<file path="src/design/qrs_pkg.sv">
package qrs_pkg;

  // Depth of the queue between the front end and the root pipeline.
  localparam int unsigned QDepthDef = 2;

  localparam int unsigned SqrtSteps = 17;  // one root bit per stage, 34-bit radicand
  localparam int unsigned DivSteps  = 25;  // one quotient bit per stage
  localparam int unsigned PrepStg   = 0;
  localparam int unsigned NumStg    = SqrtSteps + 1;
  localparam int unsigned NStages   = SqrtSteps + DivSteps + 2;

  localparam logic [1:0] CntNone = 2'd0;
  localparam logic [1:0] CntOne  = 2'd1;
  localparam logic [1:0] CntTwo  = 2'd2;

  // Word handed from the front end to the back end.
  typedef struct packed {
    logic               up;
    logic               degen;
    logic               a_neg;
    logic signed [15:0] b;
    logic signed [31:0] bb;
    logic signed [31:0] ac;
    logic [16:0]        den;
  } fb_t;

  // Word carried through every stage of the back end.
  typedef struct packed {
    logic               up;
    logic               degen;
    logic               a_neg;
    logic [1:0]         cnt;
    logic signed [15:0] b;
    logic signed [31:0] bb;
    logic signed [31:0] ac;
    logic [16:0]        den;
    logic [33:0]        rad;
    logic [17:0]        srem;
    logic [16:0]        root;
    logic [24:0]        np_mag;
    logic [24:0]        nm_mag;
    logic               neg_p;
    logic               neg_m;
    logic [24:0]        qp;
    logic [24:0]        qm;
    logic [17:0]        remp;
    logic [17:0]        remm;
  } st_t;

  // Discriminant, root count and radicand.
  function automatic st_t prep_step(st_t s);
    st_t o;
    logic signed [33:0] disc;
    o = s;
    disc = $signed({{2{s.bb[31]}}, s.bb}) - $signed({s.ac, 2'b00});
    if (s.degen || disc[33]) begin
      o.cnt = CntNone;
    end else if (disc == '0) begin
      o.cnt = CntOne;
    end else begin
      o.cnt = CntTwo;
    end
    o.rad  = (s.degen || disc[33]) ? '0 : disc;
    o.srem = '0;
    o.root = '0;
    return o;
  endfunction

  // One digit-by-digit square root step.
  function automatic st_t sqrt_step(st_t s);
    st_t o;
    logic [19:0] r2;
    logic [19:0] trial;
    o = s;
    r2    = {s.srem, s.rad[33:32]};
    trial = {1'b0, s.root, 2'b01};
    if (r2 >= trial) begin
      o.srem = 18'(r2 - trial);
      o.root = {s.root[15:0], 1'b1};
    end else begin
      o.srem = r2[17:0];
      o.root = {s.root[15:0], 1'b0};
    end
    o.rad = {s.rad[31:0], 2'b00};
    return o;
  endfunction

  // Numerators -b +/- s as magnitudes scaled by 256, with quotient signs.
  function automatic st_t num_step(st_t s);
    st_t o;
    logic signed [18:0] nb;
    logic signed [18:0] np;
    logic signed [18:0] nm;
    logic [18:0]        ap;
    logic [18:0]        am;
    o = s;
    nb = -$signed({{3{s.b[15]}}, s.b});
    np = nb + $signed({2'b00, s.root});
    nm = nb - $signed({2'b00, s.root});
    ap = np[18] ? 19'(-np) : np;
    am = nm[18] ? 19'(-nm) : nm;
    o.np_mag = {ap[16:0], 8'h00};
    o.nm_mag = {am[16:0], 8'h00};
    o.neg_p  = np[18] ^ s.a_neg;
    o.neg_m  = nm[18] ^ s.a_neg;
    o.qp     = '0;
    o.qm     = '0;
    o.remp   = '0;
    o.remm   = '0;
    return o;
  endfunction

  // One restoring division step for both roots.
  function automatic st_t div_step(st_t s);
    st_t o;
    logic [17:0] rp2;
    logic [17:0] rm2;
    o = s;
    rp2 = {s.remp[16:0], s.np_mag[24]};
    rm2 = {s.remm[16:0], s.nm_mag[24]};
    if (rp2 >= {1'b0, s.den}) begin
      o.remp = rp2 - {1'b0, s.den};
      o.qp   = {s.qp[23:0], 1'b1};
    end else begin
      o.remp = rp2;
      o.qp   = {s.qp[23:0], 1'b0};
    end
    if (rm2 >= {1'b0, s.den}) begin
      o.remm = rm2 - {1'b0, s.den};
      o.qm   = {s.qm[23:0], 1'b1};
    end else begin
      o.remm = rm2;
      o.qm   = {s.qm[23:0], 1'b0};
    end
    o.np_mag = {s.np_mag[23:0], 1'b0};
    o.nm_mag = {s.nm_mag[23:0], 1'b0};
    return o;
  endfunction

endpackage

</file>
<file path="src/design/qrs_if.sv">
interface qrs_in_if;
  logic               valid;
  logic               ready;
  logic signed [15:0] coef_a;
  logic signed [15:0] coef_b;
  logic signed [15:0] coef_c;

  modport source(output valid, output coef_a, output coef_b, output coef_c, input ready);
  modport sink(input valid, input coef_a, input coef_b, input coef_c, output ready);
endinterface


</file>
<file path="src/design/qrs_front.sv">
module qrs_front (
  input  logic           clk,
  input  logic           rst_n,
  qrs_in_if.sink         in_ch,
  output logic           fr_valid,
  input  logic           fr_ready,
  output qrs_pkg::fb_t   fr_word
);
  import qrs_pkg::*;

  logic v_r;
  fb_t  w_r;
  fb_t  w_nxt;
  logic [16:0] a_abs;

  assign in_ch.ready = !v_r || fr_ready;
  assign fr_valid    = v_r;
  assign fr_word     = w_r;

  // Classify a and form the two products.
  always_comb begin
    a_abs       = in_ch.coef_a[15] ? 17'(-$signed({in_ch.coef_a[15], in_ch.coef_a}))
                                   : {1'b0, in_ch.coef_a};
    w_nxt.up    = !in_ch.coef_a[15] && (in_ch.coef_a != '0);
    w_nxt.degen = (in_ch.coef_a == '0);
    w_nxt.a_neg = in_ch.coef_a[15];
    w_nxt.b     = in_ch.coef_b;
    w_nxt.bb    = 32'(in_ch.coef_b * in_ch.coef_b);
    w_nxt.ac    = 32'(in_ch.coef_a * in_ch.coef_c);
    w_nxt.den   = {a_abs[15:0], 1'b0};
  end

  always_ff @(posedge clk) begin
    if (!rst_n) begin
      v_r <= 1'b0;
    end else if (in_ch.ready) begin
      v_r <= in_ch.valid;
    end
    if (in_ch.valid && in_ch.ready) begin
      w_r <= w_nxt;
    end
  end

endmodule

</file>
<file path="src/flat_wrapper.sv">
// flat-port wrapper written by rule: the top's interface ports become plain ports
module qrs_front_flat import qrs_pkg::*;
  (clk, rst_n, fr_valid, fr_ready, fr_word, in_ch_valid, in_ch_coef_a, in_ch_coef_b, in_ch_coef_c, in_ch_ready);
  qrs_in_if in_ch_i ();
  input  logic clk;
  input  logic rst_n;
  output logic fr_valid;
  input  logic fr_ready;
  output qrs_pkg::fb_t fr_word;
  input wire logic [$bits(in_ch_i.valid)-1:0] in_ch_valid;
  input wire logic [$bits(in_ch_i.coef_a)-1:0] in_ch_coef_a;
  input wire logic [$bits(in_ch_i.coef_b)-1:0] in_ch_coef_b;
  input wire logic [$bits(in_ch_i.coef_c)-1:0] in_ch_coef_c;
  output wire logic [$bits(in_ch_i.ready)-1:0] in_ch_ready;
  assign in_ch_i.valid = in_ch_valid;
  assign in_ch_i.coef_a = in_ch_coef_a;
  assign in_ch_i.coef_b = in_ch_coef_b;
  assign in_ch_i.coef_c = in_ch_coef_c;
  assign in_ch_ready = in_ch_i.ready;
  qrs_front u_core (.clk(clk), .rst_n(rst_n), .in_ch(in_ch_i), .fr_valid(fr_valid), .fr_ready(fr_ready), .fr_word(fr_word));
endmodule
</file>
<file path="config.mk">
export PLATFORM = sky130hd
export DESIGN_NAME = qrs_front_flat
export DESIGN_NICKNAME = d
export VERILOG_FILES = /design/src/design/qrs_pkg.sv /design/src/design/qrs_if.sv /design/src/design/qrs_front.sv /design/src/flat_wrapper.sv
export SDC_FILE = /design/constraint.sdc
export NUM_CORES = 1
export LEC_CHECK = 0
export ABC_AREA = 1
export BUFFER_PORTS_ARGS = -buffer_cell sky130_fd_sc_hd__buf_2
export CORE_AREA = 2 2 247 249
export CTS_BUF_LIST = sky130_fd_sc_hd__clkbuf_8
export CTS_CLUSTER_DIAMETER = 100
export DETAILED_ROUTE_END_ITERATION = 6
export DIE_AREA = 0 0 249 251
export GPL_TIMING_DRIVEN = 0
export PLACE_DENSITY = 0.61
export SYNTH_ARGS = -nofsm -noshare
export SYNTH_HDL_FRONTEND = slang
export SYNTH_SLANG_ARGS = --single-unit
export TNS_END_PERCENT = 100
</file>
<file path="constraint.sdc">
create_clock -name clk -period 15.7 [get_ports clk]
set_input_delay 3.14 -clock clk [delete_from_list [all_inputs] [get_ports clk]]
set_output_delay 3.14 -clock clk [all_outputs]
set_load 0.05 [all_outputs]
</file>
# Yosys cells after proc, flatten, opt, wreduce, memory -nomap -nowiden
# Cells that the tools add are included.
# Widths: inputs -> output; s select.
dict set report classes {
  addsub 1
  multipliers 2
  mux 1
  reduce_logical 7
}
# operator count
set ops {}
lappend ops {{$mul 16x16->32} 2}
lappend ops {{$logic_not 16->1} 1}
lappend ops {{$neg 16->16} 1}
lappend ops {{$reduce_bool 16->1} 1}
lappend ops {{$mux 15} 1}
lappend ops {{$logic_and 1x1->1} 2}
lappend ops {{$logic_not 1->1} 2}
lappend ops {{$logic_or 1x1->1} 1}
dict set report word_totals {
  reg_bits 100
}

# Logic depth before layout (Yosys ltp)
dict set report logic_depth {
  ltp_word 3
  depth_mapped 27
  mapped_depth_nobuf 25
}

# Worst setup path after synthesis
# No wires, ideal clock.
dict set report synth_path {
  kind {in2reg}
  from {input port in_ch_coef_b[1]}
  to {register u_core.w_r (netlist bit u_core.fr_word[73]), data pin}
  setup_ps 253
  arrival_ps 8271
  required_time_ps 15447
  setup_slack_ps 7176
  stages 22
  path_buffers 2
  path_cell_list {clkbuf_1 > clkbuf_1 > nand2_1 > inv_1 > fa_1 > fa_1 > inv_1 > fa_1 > fa_1 > inv_1 > fa_1 > inv_1 > fa_1 > inv_1 > ha_1 > nand2_2 > nor2_1 > inv_1 > nor3_1 > nand3_1 > nand4_1 > nand2_1}
}
# item line_no
set synth_rtl {}
lappend synth_rtl {{start: declaration} flat_wrapper.sv:12} ;# input wire logic [$bits(in_ch_i.coef_b)-1:0] in_ch_coef_b;
lappend synth_rtl {{end signal: assignment} qrs_front.sv:40} ;# w_r <= w_nxt;
lappend synth_rtl {{end: declaration} qrs_front.sv:12} ;# fb_t w_r;

==> run summary <==
status: finished clean
RSZ-0062 raised after global routing: no
clock root buffer: clkbuf_8
final period utilization: 58.8%
first-pass GRT wire length: 98.8 mm
PortBufs: 122
Die Height: 251 µm
synth top area cells: fa_1 42%, inv_1 14%, edfxtp_1 12%
sequential share of the synthesized area: 12.4%
maxcap violations: 0
Setup CP Type: in -> reg
worst reg2reg startpoint: u_core.fr_valid
via density per instance: 4.70
largest net degree at the start of global routing: 30
EDFF count, synth: 97
Avg Cell Area, Syn: 8.30 µm²
setup TNS: 0 ns
Slew Viols, Final: 0
Final #Nets: 3713
Die W: 249 µm
worst hold path type: reg -> reg
Layout Cell Area excl Fill: 25600 µm²
initial core utilization: 39.7%
Critical Path AT: 9.53 ns
synthesized cell area: 23700 µm²
CP Launch Type: input pin
footprint of the multi-input gates: 17000 µm²
fraction of layout cells with a size suffix above 1: 5.90%
hold_sp: u_core.fr_valid
initial antenna violation count: 2
area share of the largest cell type after synthesis: 42.0%
Resize count post-CTS: 0
overflow left after global routing: 0
Pre-antenna DRT Iters: 5
Synth area leader: fa_1
critical path startpoint: in_ch_coef_b[1]
Die ar.: 62500 µm²
cts-stage hold buffer count: 0
clk buf depth: 2
Critical Path Sink Type: flop
DR DRC count: 0
core area: 59800 µm²
post-synthesis register bit count: 98
post-synthesis async set-or-reset flop share: 0%
Register Area: 2930 µm²
Slew HR: 41.9%
post-DR wirelength/cell: 15.9 µm
CTS Buf Count: 9
synth warn: 0
clk slew on worst S/H paths: 0.09 ns
post-route ant nets: 0
Fin. Hold Viols: 0
synth-to-layout area growth: 7.98%
filler instances: 6074
DR iter-0 viols: 962
Post-CTS Setup Bufs: 0
Worst-Margin Slew: 0.871 ns
clk_skew: 0.0335 ns
total number of vias: 17800
Detailed Place HPWL: 52.0 mm
Clk Latency, worst-skew pair: 0.48 ns
Mapped Cells: 2858
Yosys cell types: 37
Fmax: 108 MHz
std cell rows: 90
GR Util All Layers: 20.6%
Worst Path Required: 15.99 ns
RePlAce Congestion: 0.940
DRT Wirelength: 60.2 mm
htree depth: 3
clk sinks: 98
CTS tree: built
vias in the first global route: 19000
Worst Path Max Fanout: 10
I/O pins: 154
Final min period: 9.24 ns
Post-DP Area: 25400 µm²
top_reg_cell synth: edfxtp_1
Setup violations, final: 0
## synth_stat cells (3+ instances only)
library cell	count
nor2_4	3
nor3_2	4
clkbuf_1	83
inv_1	893
nand3b_1	4
buf_2	6
o21bai_1	17
nor2_1	116
ha_1	167
edfxtp_1	97
fa_1	498
nor3_1	15
a21oi_1	60
buf_1	3
nand4_1	23
nand3_1	64
buf_4	5
nand2_1	676
or2_2	3
xnor2_1	14
a21o_1	4
a21boi_0	5
o21ai_0	27
nand2_2	7
xor2_1	49
## per-layer routing
metal / up-vias / track usage (%) / routed length (µm)
met3: 86 / 3.43 / 3390
met5: - / 0 / 13
met4: 2 / 6.61 / 1710
met1: 8842 / 26.0 / 25400
li1: 8429 / - / -
met2: 437 / 36.0 / 29800
## worst max-delay path: stages
cell      delay [ns]
buf_2           0.11
clkbuf_1        0.45
clkbuf_1        0.50
nand2_1         0.11
inv_1           0.18
fa_1            0.55
fa_1            0.70
inv_1           0.20
fa_1            0.53
fa_1            0.57
fa_1            0.43
fa_1            0.49
inv_1           0.04
ha_1            0.42
nand2_1         0.15
nor2_1          0.16
inv_1           0.08
nor2_1          0.17
nand4_1         0.17
nand3b_1        0.16
xor2_1          0.19
## area by class of cell
cell class              instances  area share [%]
well taps                     782            3.82
clock inverters                 7           0.264
clock buffers                   9           0.484
flip-flops and latches         98            11.5
diodes                          1         0.00977
plain buffers                  99            1.61
multi-input cells            1768            66.5
repair buffers                126            2.76
inverters                     894            13.1
## sequential cells by signal, summed over array words and instances (netlist names)
register         flops
u_core.fr_word      97
u_core.fr_valid      1
## worst paths after layout
path                                      endpoint  slack (ns)  cells past startpoint
worst max register to register  u_core.fr_word[18]       14.07                      3
worst min-delay path               u_core.fr_valid        0.54                      2
worst max-delay path            u_core.fr_word[72]        6.46                     21
worst min register to register     u_core.fr_valid        0.54                      2
## per-stage QoR
stage               cells  utilization (%)  hold slack (ns)  setup WS, ns
detailed placement   3767             42.5            0.532          6.03
global route         3784             42.8            0.590          6.06
floorplan            2859                -             1.11          7.18
CTS                  3783             42.8            0.547          6.53
global placement     3763             42.3            0.497          4.25
finish               3784             42.8            0.538          6.46
## cell families after synthesis
kind of cell	count (synthesis)	synth area share, %
AO/OA/AOI/OAI	117	2.80
XOR/XNOR	63	2.33
adder cells (fa/ha/maj)	665	50.9
buffers and inverters	993	15.9
flip-flops	98	12.4
other	1	0.0158
AND/OR/NAND/NOR	921	15.7
## placed cells by master, fill, tap and decap left out, drive strengths merged, types with 27 or more instances in the layout
master and count:
inv 894, nand2 683, fa 498, ha 167
buf 142, nor2 120, edfxtp 97, clkbuf 92
nand3 66, a21oi 61, xor2 49, o21ai 27
Power is not shown: default switching activity piles up to over one toggle a cycle in this logic, so the estimate is an artifact.
