$ cat src/design/qrs_pkg.sv
package qrs_pkg;

  // Depth of the queue between the front end and the root pipeline.
  localparam int unsigned QDepthDef = 2;

  localparam int unsigned SqrtSteps = 17;  // one root bit per stage, 34-bit radicand
  localparam int unsigned DivSteps  = 25;  // one quotient bit per stage
  localparam int unsigned PrepStg   = 0;
  localparam int unsigned NumStg    = SqrtSteps + 1;
  localparam int unsigned NStages   = SqrtSteps + DivSteps + 2;

  localparam logic [1:0] CntNone = 2'd0;
  localparam logic [1:0] CntOne  = 2'd1;
  localparam logic [1:0] CntTwo  = 2'd2;

  // Word handed from the front end to the back end.
  typedef struct packed {
    logic               up;
    logic               degen;
    logic               a_neg;
    logic signed [15:0] b;
    logic signed [31:0] bb;
    logic signed [31:0] ac;
    logic [16:0]        den;
  } fb_t;

  // Word carried through every stage of the back end.
  typedef struct packed {
    logic               up;
    logic               degen;
    logic               a_neg;
    logic [1:0]         cnt;
    logic signed [15:0] b;
    logic signed [31:0] bb;
    logic signed [31:0] ac;
    logic [16:0]        den;
    logic [33:0]        rad;
    logic [17:0]        srem;
    logic [16:0]        root;
    logic [24:0]        np_mag;
    logic [24:0]        nm_mag;
    logic               neg_p;
    logic               neg_m;
    logic [24:0]        qp;
    logic [24:0]        qm;
    logic [17:0]        remp;
    logic [17:0]        remm;
  } st_t;

  // Discriminant, root count and radicand.
  function automatic st_t prep_step(st_t s);
    st_t o;
    logic signed [33:0] disc;
    o = s;
    disc = $signed({{2{s.bb[31]}}, s.bb}) - $signed({s.ac, 2'b00});
    if (s.degen || disc[33]) begin
      o.cnt = CntNone;
    end else if (disc == '0) begin
      o.cnt = CntOne;
    end else begin
      o.cnt = CntTwo;
    end
    o.rad  = (s.degen || disc[33]) ? '0 : disc;
    o.srem = '0;
    o.root = '0;
    return o;
  endfunction

  // One digit-by-digit square root step.
  function automatic st_t sqrt_step(st_t s);
    st_t o;
    logic [19:0] r2;
    logic [19:0] trial;
    o = s;
    r2    = {s.srem, s.rad[33:32]};
    trial = {1'b0, s.root, 2'b01};
    if (r2 >= trial) begin
      o.srem = 18'(r2 - trial);
      o.root = {s.root[15:0], 1'b1};
    end else begin
      o.srem = r2[17:0];
      o.root = {s.root[15:0], 1'b0};
    end
    o.rad = {s.rad[31:0], 2'b00};
    return o;
  endfunction

  // Numerators -b +/- s as magnitudes scaled by 256, with quotient signs.
  function automatic st_t num_step(st_t s);
    st_t o;
    logic signed [18:0] nb;
    logic signed [18:0] np;
    logic signed [18:0] nm;
    logic [18:0]        ap;
    logic [18:0]        am;
    o = s;
    nb = -$signed({{3{s.b[15]}}, s.b});
    np = nb + $signed({2'b00, s.root});
    nm = nb - $signed({2'b00, s.root});
    ap = np[18] ? 19'(-np) : np;
    am = nm[18] ? 19'(-nm) : nm;
    o.np_mag = {ap[16:0], 8'h00};
    o.nm_mag = {am[16:0], 8'h00};
    o.neg_p  = np[18] ^ s.a_neg;
    o.neg_m  = nm[18] ^ s.a_neg;
    o.qp     = '0;
    o.qm     = '0;
    o.remp   = '0;
    o.remm   = '0;
    return o;
  endfunction

  // One restoring division step for both roots.
  function automatic st_t div_step(st_t s);
    st_t o;
    logic [17:0] rp2;
    logic [17:0] rm2;
    o = s;
    rp2 = {s.remp[16:0], s.np_mag[24]};
    rm2 = {s.remm[16:0], s.nm_mag[24]};
    if (rp2 >= {1'b0, s.den}) begin
      o.remp = rp2 - {1'b0, s.den};
      o.qp   = {s.qp[23:0], 1'b1};
    end else begin
      o.remp = rp2;
      o.qp   = {s.qp[23:0], 1'b0};
    end
    if (rm2 >= {1'b0, s.den}) begin
      o.remm = rm2 - {1'b0, s.den};
      o.qm   = {s.qm[23:0], 1'b1};
    end else begin
      o.remm = rm2;
      o.qm   = {s.qm[23:0], 1'b0};
    end
    o.np_mag = {s.np_mag[23:0], 1'b0};
    o.nm_mag = {s.nm_mag[23:0], 1'b0};
    return o;
  endfunction

endpackage

$ cat src/design/qrs_queue.sv
module qrs_queue #(
  parameter int unsigned Depth = qrs_pkg::QDepthDef
) (
  input  logic         clk,
  input  logic         rst_n,
  input  logic         push,
  input  qrs_pkg::fb_t push_word,
  output logic         full,
  input  logic         pop,
  output logic         empty,
  output qrs_pkg::fb_t head
);
  import qrs_pkg::*;

  localparam int unsigned PtrW = (Depth > 1) ? $clog2(Depth) : 1;
  localparam int unsigned CntW = $clog2(Depth + 1);

  fb_t             mem_r [Depth];
  logic [PtrW-1:0] wr_r;
  logic [PtrW-1:0] rd_r;
  logic [CntW-1:0] cnt_r;
  logic            do_push;
  logic            do_pop;

  assign full    = (cnt_r == CntW'(Depth));
  assign empty   = (cnt_r == '0);
  assign do_push = push && !full;
  assign do_pop  = pop && !empty;
  assign head    = mem_r[rd_r];

  always_ff @(posedge clk) begin
    if (!rst_n) begin
      wr_r  <= '0;
      rd_r  <= '0;
      cnt_r <= '0;
    end else begin
      if (do_push) begin
        wr_r <= (wr_r == PtrW'(Depth - 1)) ? '0 : wr_r + 1'b1;
      end
      if (do_pop) begin
        rd_r <= (rd_r == PtrW'(Depth - 1)) ? '0 : rd_r + 1'b1;
      end
      cnt_r <= cnt_r + CntW'(do_push) - CntW'(do_pop);
    end
    if (do_push) begin
      mem_r[wr_r] <= push_word;
    end
  end

  a_no_overflow: assert property (@(posedge clk) disable iff (!rst_n)
    cnt_r <= CntW'(Depth)) else $error("queue count above depth");
  a_full_holds: assert property (@(posedge clk) disable iff (!rst_n)
    full && !pop |=> full) else $error("queue left full without a read");
  a_empty_count: assert property (@(posedge clk) disable iff (!rst_n)
    empty && !push |=> empty) else $error("queue gained a word without a write");

endmodule

$ cat config.mk
export PLATFORM = sky130hd
export DESIGN_NAME = qrs_queue
export DESIGN_NICKNAME = d
export VERILOG_FILES = /design/src/design/qrs_pkg.sv /design/src/design/qrs_queue.sv
export SDC_FILE = /design/constraint.sdc
export NUM_CORES = 1
export LEC_CHECK = 0
export ABC_CLOCK_PERIOD_IN_PS = 6800
export BUFFER_PORTS_ARGS = -buffer_cell sky130_fd_sc_hd__buf_2
export CAP_MARGIN = 10
export CELL_PAD_IN_SITES_DETAIL_PLACEMENT = 2
export CELL_PAD_IN_SITES_GLOBAL_PLACEMENT = 2
export CORE_AREA = 2 2 146 148
export CTS_CLUSTER_SIZE = 20
export DETAILED_ROUTE_END_ITERATION = 7
export DIE_AREA = 0 0 148 150
export GPL_TIMING_DRIVEN = 0
export PLACE_DENSITY_LB_ADDON = 0.1
export SETUP_SLACK_MARGIN = 0.2
export SYNTH_ARGS = -nofsm -noshare
export SYNTH_HDL_FRONTEND = slang
export SYNTH_SLANG_ARGS = --single-unit
export TNS_END_PERCENT = 50
$ cat constraint.sdc
create_clock -name clk -period 6.8 [get_ports clk]
set_input_delay 0.68 -clock clk [delete_from_list [all_inputs] [get_ports clk]]
set_output_delay 0.68 -clock clk [all_outputs]
set_load 0.03 [all_outputs]
**Word level (Yosys, flattened, before mapping)**

Memory sizes are Yosys's and may differ from the RTL's. A register that Yosys moved wholly into a read port is not among the register bits.
Index checks and enable logic that the tools add are counted.

- Register bits after elaboration: 4
- RAM bits: 200
- Bits of input ports: 104
- Output and inout port bits: 102
- Word-level logic and storage cells: 20
- Memories: 1

- Add/sub/neg operators: 4
- Eq/ne operators: 1
- Mux-type cells: 6
- Reductions and logical operators: 5

Memory list:

| name | words | width | read ports | clocked after Yosys merged registers in | write ports | RTL line | RTL |
|---|---|---|---|---|---|---|---|
| mem_r | 2 | 100 | 1 | 1 | 1 | qrs_queue.sv:18 | `fb_t mem_r [Depth];` |

Operators with widths:

| kind | count |
|---|---|
| $mux W1 | 6 |
| $add A1 B1 Y1 const B | 2 |
| $add A2 B1 Y2 | 1 |
| $eq A2 B2 Y1 const B | 1 |
| $logic_and A1 B1 Y1 | 2 |
| $logic_not A1 Y1 | 2 |
| $logic_not A2 Y1 | 1 |
| $sub A2 B1 Y2 | 1 |

**Logic depth before layout (Yosys ltp)**

- Depth in word-level cells: 5
- Mapped depth: 8
- Mapped depth without buffers: 8

**Least setup slack after synthesis**

Ideal clock, no wire load.

- Path type: in2reg
- Start point: input push
- End point: memory mem_r[0][0] in the netlist's numbering (enable)
- Library setup time: 0.560 ns
- Arrival time: 4.937 ns
- Required time: 6.240 ns
- Path slack: 1.304 ns
- Cell stages on the path: 2
- Path buffers: 0
- Cells stage by stage: nand2_1 nor2_1

- Cells in the longest elaborated chain, start to end: 3

Ends and longest elaborated chain:

| what | RTL line | RTL |
|---|---|---|
| start, declared | qrs_queue.sv:6 | `input logic push,` |
| $logic_and A1 B1 Y1 | qrs_queue.sv:27 | `assign do_push = push && !full;` |
| $mux W1 | qrs_queue.sv:45 | `if (do_push) begin` |
| $mux W1 (not written as such) | qrs_queue.sv:46 | `mem_r[wr_r] <= push_word;` |
| end, declared | qrs_queue.sv:18 |  |

Every way passes these cells.

==> impl_summary.md <==
Run status
The run finished with clean final reports.

Die
The starting utilization of the core area is 38.4%. The vertical die dimension is 150 um. The width of the die is 148 um.

The cell row count is 53. The die covers 0.0222 mm^2. In this run the standard cell core region covers 0.0207 mm^2.

206 I/O pins were placed.

Logic synthesis
The flip-flop and latch count after synthesis is 205. Of the total synthesized cell area, the portion taken by XOR and XNOR cells is 0.220%. Sequential elements use 76.8% of the synthesized area. The cell area after synthesis is 0.00795 mm^2. The number of nets produced by synthesis is 444. The synthesized area per cell is 23.5 um^2. Summing the areas of all fa, ha and maj instances in the mapped netlist gives 0.315% of the synthesized area.

Counting distinct cell types in the post-synthesis netlist gives 17. The basic-gate share of the synthesized area counting and, or, nand and nor cells is 0.787%. The combinational family with the most area after synthesis is multiplexers. The compound-cell area share of the yosys netlist is 0.0944%. The fraction of synthesized area in multiplexers is 19.0%. After technology mapping, the gate count stands at 338. For this run, the number of Yosys warnings is 0.

Critical path
The data arrival time of the critical path is 1.76 ns. Along the worst path, the maximum fanout reaches 10. The element type at the critical path end is an output pin. STA classifies the critical path startpoint as a flip-flop.

The data required time of the critical path is 6.12 ns. The category of the most critical setup path is reg2out.

GRT
The via count of the first global-routing pass came to 4442. Entering global routing, the biggest net connects 55 pins. For this run, the total global-route usage over all layers was measured as 15.0%. The number of antenna violations at the first check in global routing is 3. The global-route wire length before repair is 25300 um. For this run the aggregate overflow at the end of global routing stands at 0.

Clocking
In this run the deepest clock path goes through 3 buffers. The buffer type at the clock tree root is sky130_fd_sc_hd__clkbuf_16. The later pin in the worst-skew pair is clocked with a latency of 0.50 ns.

After clock tree synthesis, the repair step resized 0 gates. The hold buffer count at CTS is 0. TritonCTS built the clock tree. The clock transition at the registers of the reported paths is 0.06 ns. The number of buffers inserted during clock tree synthesis is 24.

The count of clock tree sinks is 205. CTS built an H-tree with a depth of 1. The post-CTS setup repair buffer count is 0.

Finish
The post-route netlist has 60.8% of its cells at a drive strength greater than 1. The final net count is 679. The library cell used most frequently in the layout, excluding fill and tap cells, is sky130_fd_sc_hd__buf_2. The count of cells in the finished layout, fillers not included, comes to 866.

The top cell types in the final layout, fill and taps aside, are sky130_fd_sc_hd__buf_2, sky130_fd_sc_hd__edfxtp_1, sky130_fd_sc_hd__mux2_4, sky130_fd_sc_hd__clkbuf_16, sky130_fd_sc_hd__buf_12. From synthesis to final layout, the design area changed by 28.5%.

STA
The worst pin sits at a relative slew slack of 49.6%. Setup violations remaining at the end of the flow were counted as 0. After layout, the worst path uses 35.9% of the clock period. The max-slew violation count is 0. Setup repair after global routing left no endpoint under its margin. The number of hold violations in the final report is 0. At the pin with the least slew margin, the transition time is 0.755 ns. The clock skew after layout is 0.00872 ns.

The worst path setup slack after routing is 4.36 ns. The achievable frequency is 0.409 GHz. The worst path in the final design needs a cycle of 2.44 ns, including I/O delays and setup.

Route
The detail-routed net length per standard cell is 19.5 um. The final layout contains routed wiring with a total length of 16900 um. Dividing the detail-routed via count by the number of cells gives 4.55.

The detailed router finished its first iteration with 187 violations. The detail route stage leaves a number of antenna-violating nets equal to 0. In the routed design, unresolved DRC markers number 0.

The number of vias in the routed layout is 3941. The first detailed-routing pass ran for 4 iterations.

Place
Before CTS, the worst setup slack after placement is 4.35 ns. The global placement routability congestion is 0.661. Input and output buffers added on the ports amount to 205. The wire-length estimate of the detail-placed layout is 11500 um.

Counting tap cells, the placed design contains a total of 822 instances.

Run
The count of maximum capacitance violations is 0.

Power and ir drop
Across the VDD grid, the largest voltage drop is 0.000219 V. The total power draw is 0.00451 W. The analysis attributes to cell leakage a power of 4.03 nW. The power density normalized to cell area is 442 mW/mm^2.

Hold path
The min-delay analysis places its worst path in the category in2reg.
-- cells in the mapped netlist, drive strengths merged --
master / count / area [um^2]
xnor2: 1 / 8.76
buf: 11 / 211
nand2: 2 / 7.51
and3: 1 / 6.26
nor2: 5 / 18.8
mux2i: 1 / 10.0
mux2: 100 / 1500
and2: 2 / 12.5
xor2: 1 / 8.76
dfxtp: 5 / 100
nand2b: 2 / 12.5
edfxtp: 200 / 6010
nor3: 1 / 5.00
ha: 2 / 25.0
inv: 3 / 11.3
o21a: 1 / 7.51
-- stage by stage --
step,cell area (um^2),util [%],hold WS (ns),TNS (ns)
after floorplan,7950,-,0.455,0
after global routing,10200,49.4,0.349,0
after global placement,9320,45.1,0.467,-143.86
after detailed placement,9420,45.5,0.519,0
after CTS,10200,49.4,0.337,0
final,10200,49.4,0.363,0
-- critical path: stages (launching register included) --
cell and delay, ns:
sky130_fd_sc_hd__dfxtp_1 0.32, sky130_fd_sc_hd__buf_6 0.25, sky130_fd_sc_hd__buf_12 0.19, sky130_fd_sc_hd__mux2_4 0.30, sky130_fd_sc_hd__buf_2 0.19
-- metal layers --
metal | wire [um] | vias to the layer above | global-route usage, %
li1 | - | 1816 | -
met1 | 6340 | 1965 | 17.5
met2 | 9120 | 127 | 27.3
met3 | 1030 | 31 | 3.51
met4 | 407 | 2 | 5.00
met5 | 13 | - | 0
-- kinds of logic after synthesis --
logic type	count (synthesis)
AOI/OAI and AO/OA	1
adders and majority gates	2
DFF	205
xor gates and xnor gates	2
and+or+nand+nor	13
muxes	101
buffers and inverters	14
-- final cells by class --
cell class / count / area, um^2
plain buffers: 11 / 211
clock inverters: 16 / 161
clock buffers: 27 / 633
well taps: 275 / 344
flip-flops and latches: 205 / 6110
repair buffers: 209 / 1110
multi-input cells: 119 / 1640
fillers: 1930 / 10500
inverters: 3 / 11.3
diodes: 1 / 2.50
-- flip-flops by register name, summed over array words and instances, names as in the netlist, named ones only --
name and flops:
wr_r 1, rd_r 1, mem_r 200, cnt_r 2
-- path summary, 6_finish.rpt --
| kind | startpoint | endpoint | slack (ns) | cells after the start |
|---|---|---|---|---|
| worst min register to register | rd_r$_SDFFE_PN0P_ | flip-flop | 0.53 | 2 |
| worst max-delay path | flip-flop | head[27] | 4.36 | 4 |
| worst min-delay path | push_word[44] | mem_r[0][44]$_DFFE_PP_ | 0.36 | 1 |
| worst max register to register | cnt_r[0]$_SDFF_PN0_ | mem_r[0][58]$_DFFE_PP_ | 4.62 | 5 |
-- power breakdown --
| part | total (W) | switching, W | internal (W) |
|---|---|---|---|
| clock | 0.00127 | 0.000486 | 0.000781 |
| sequential | 0.00169 | 0.0000596 | 0.00163 |
| combinational | 0.00156 | 0.000913 | 0.000646 |
| total | 0.00451 | 0.00146 | 0.00306 |
Power figures use the tool's default switching activity.
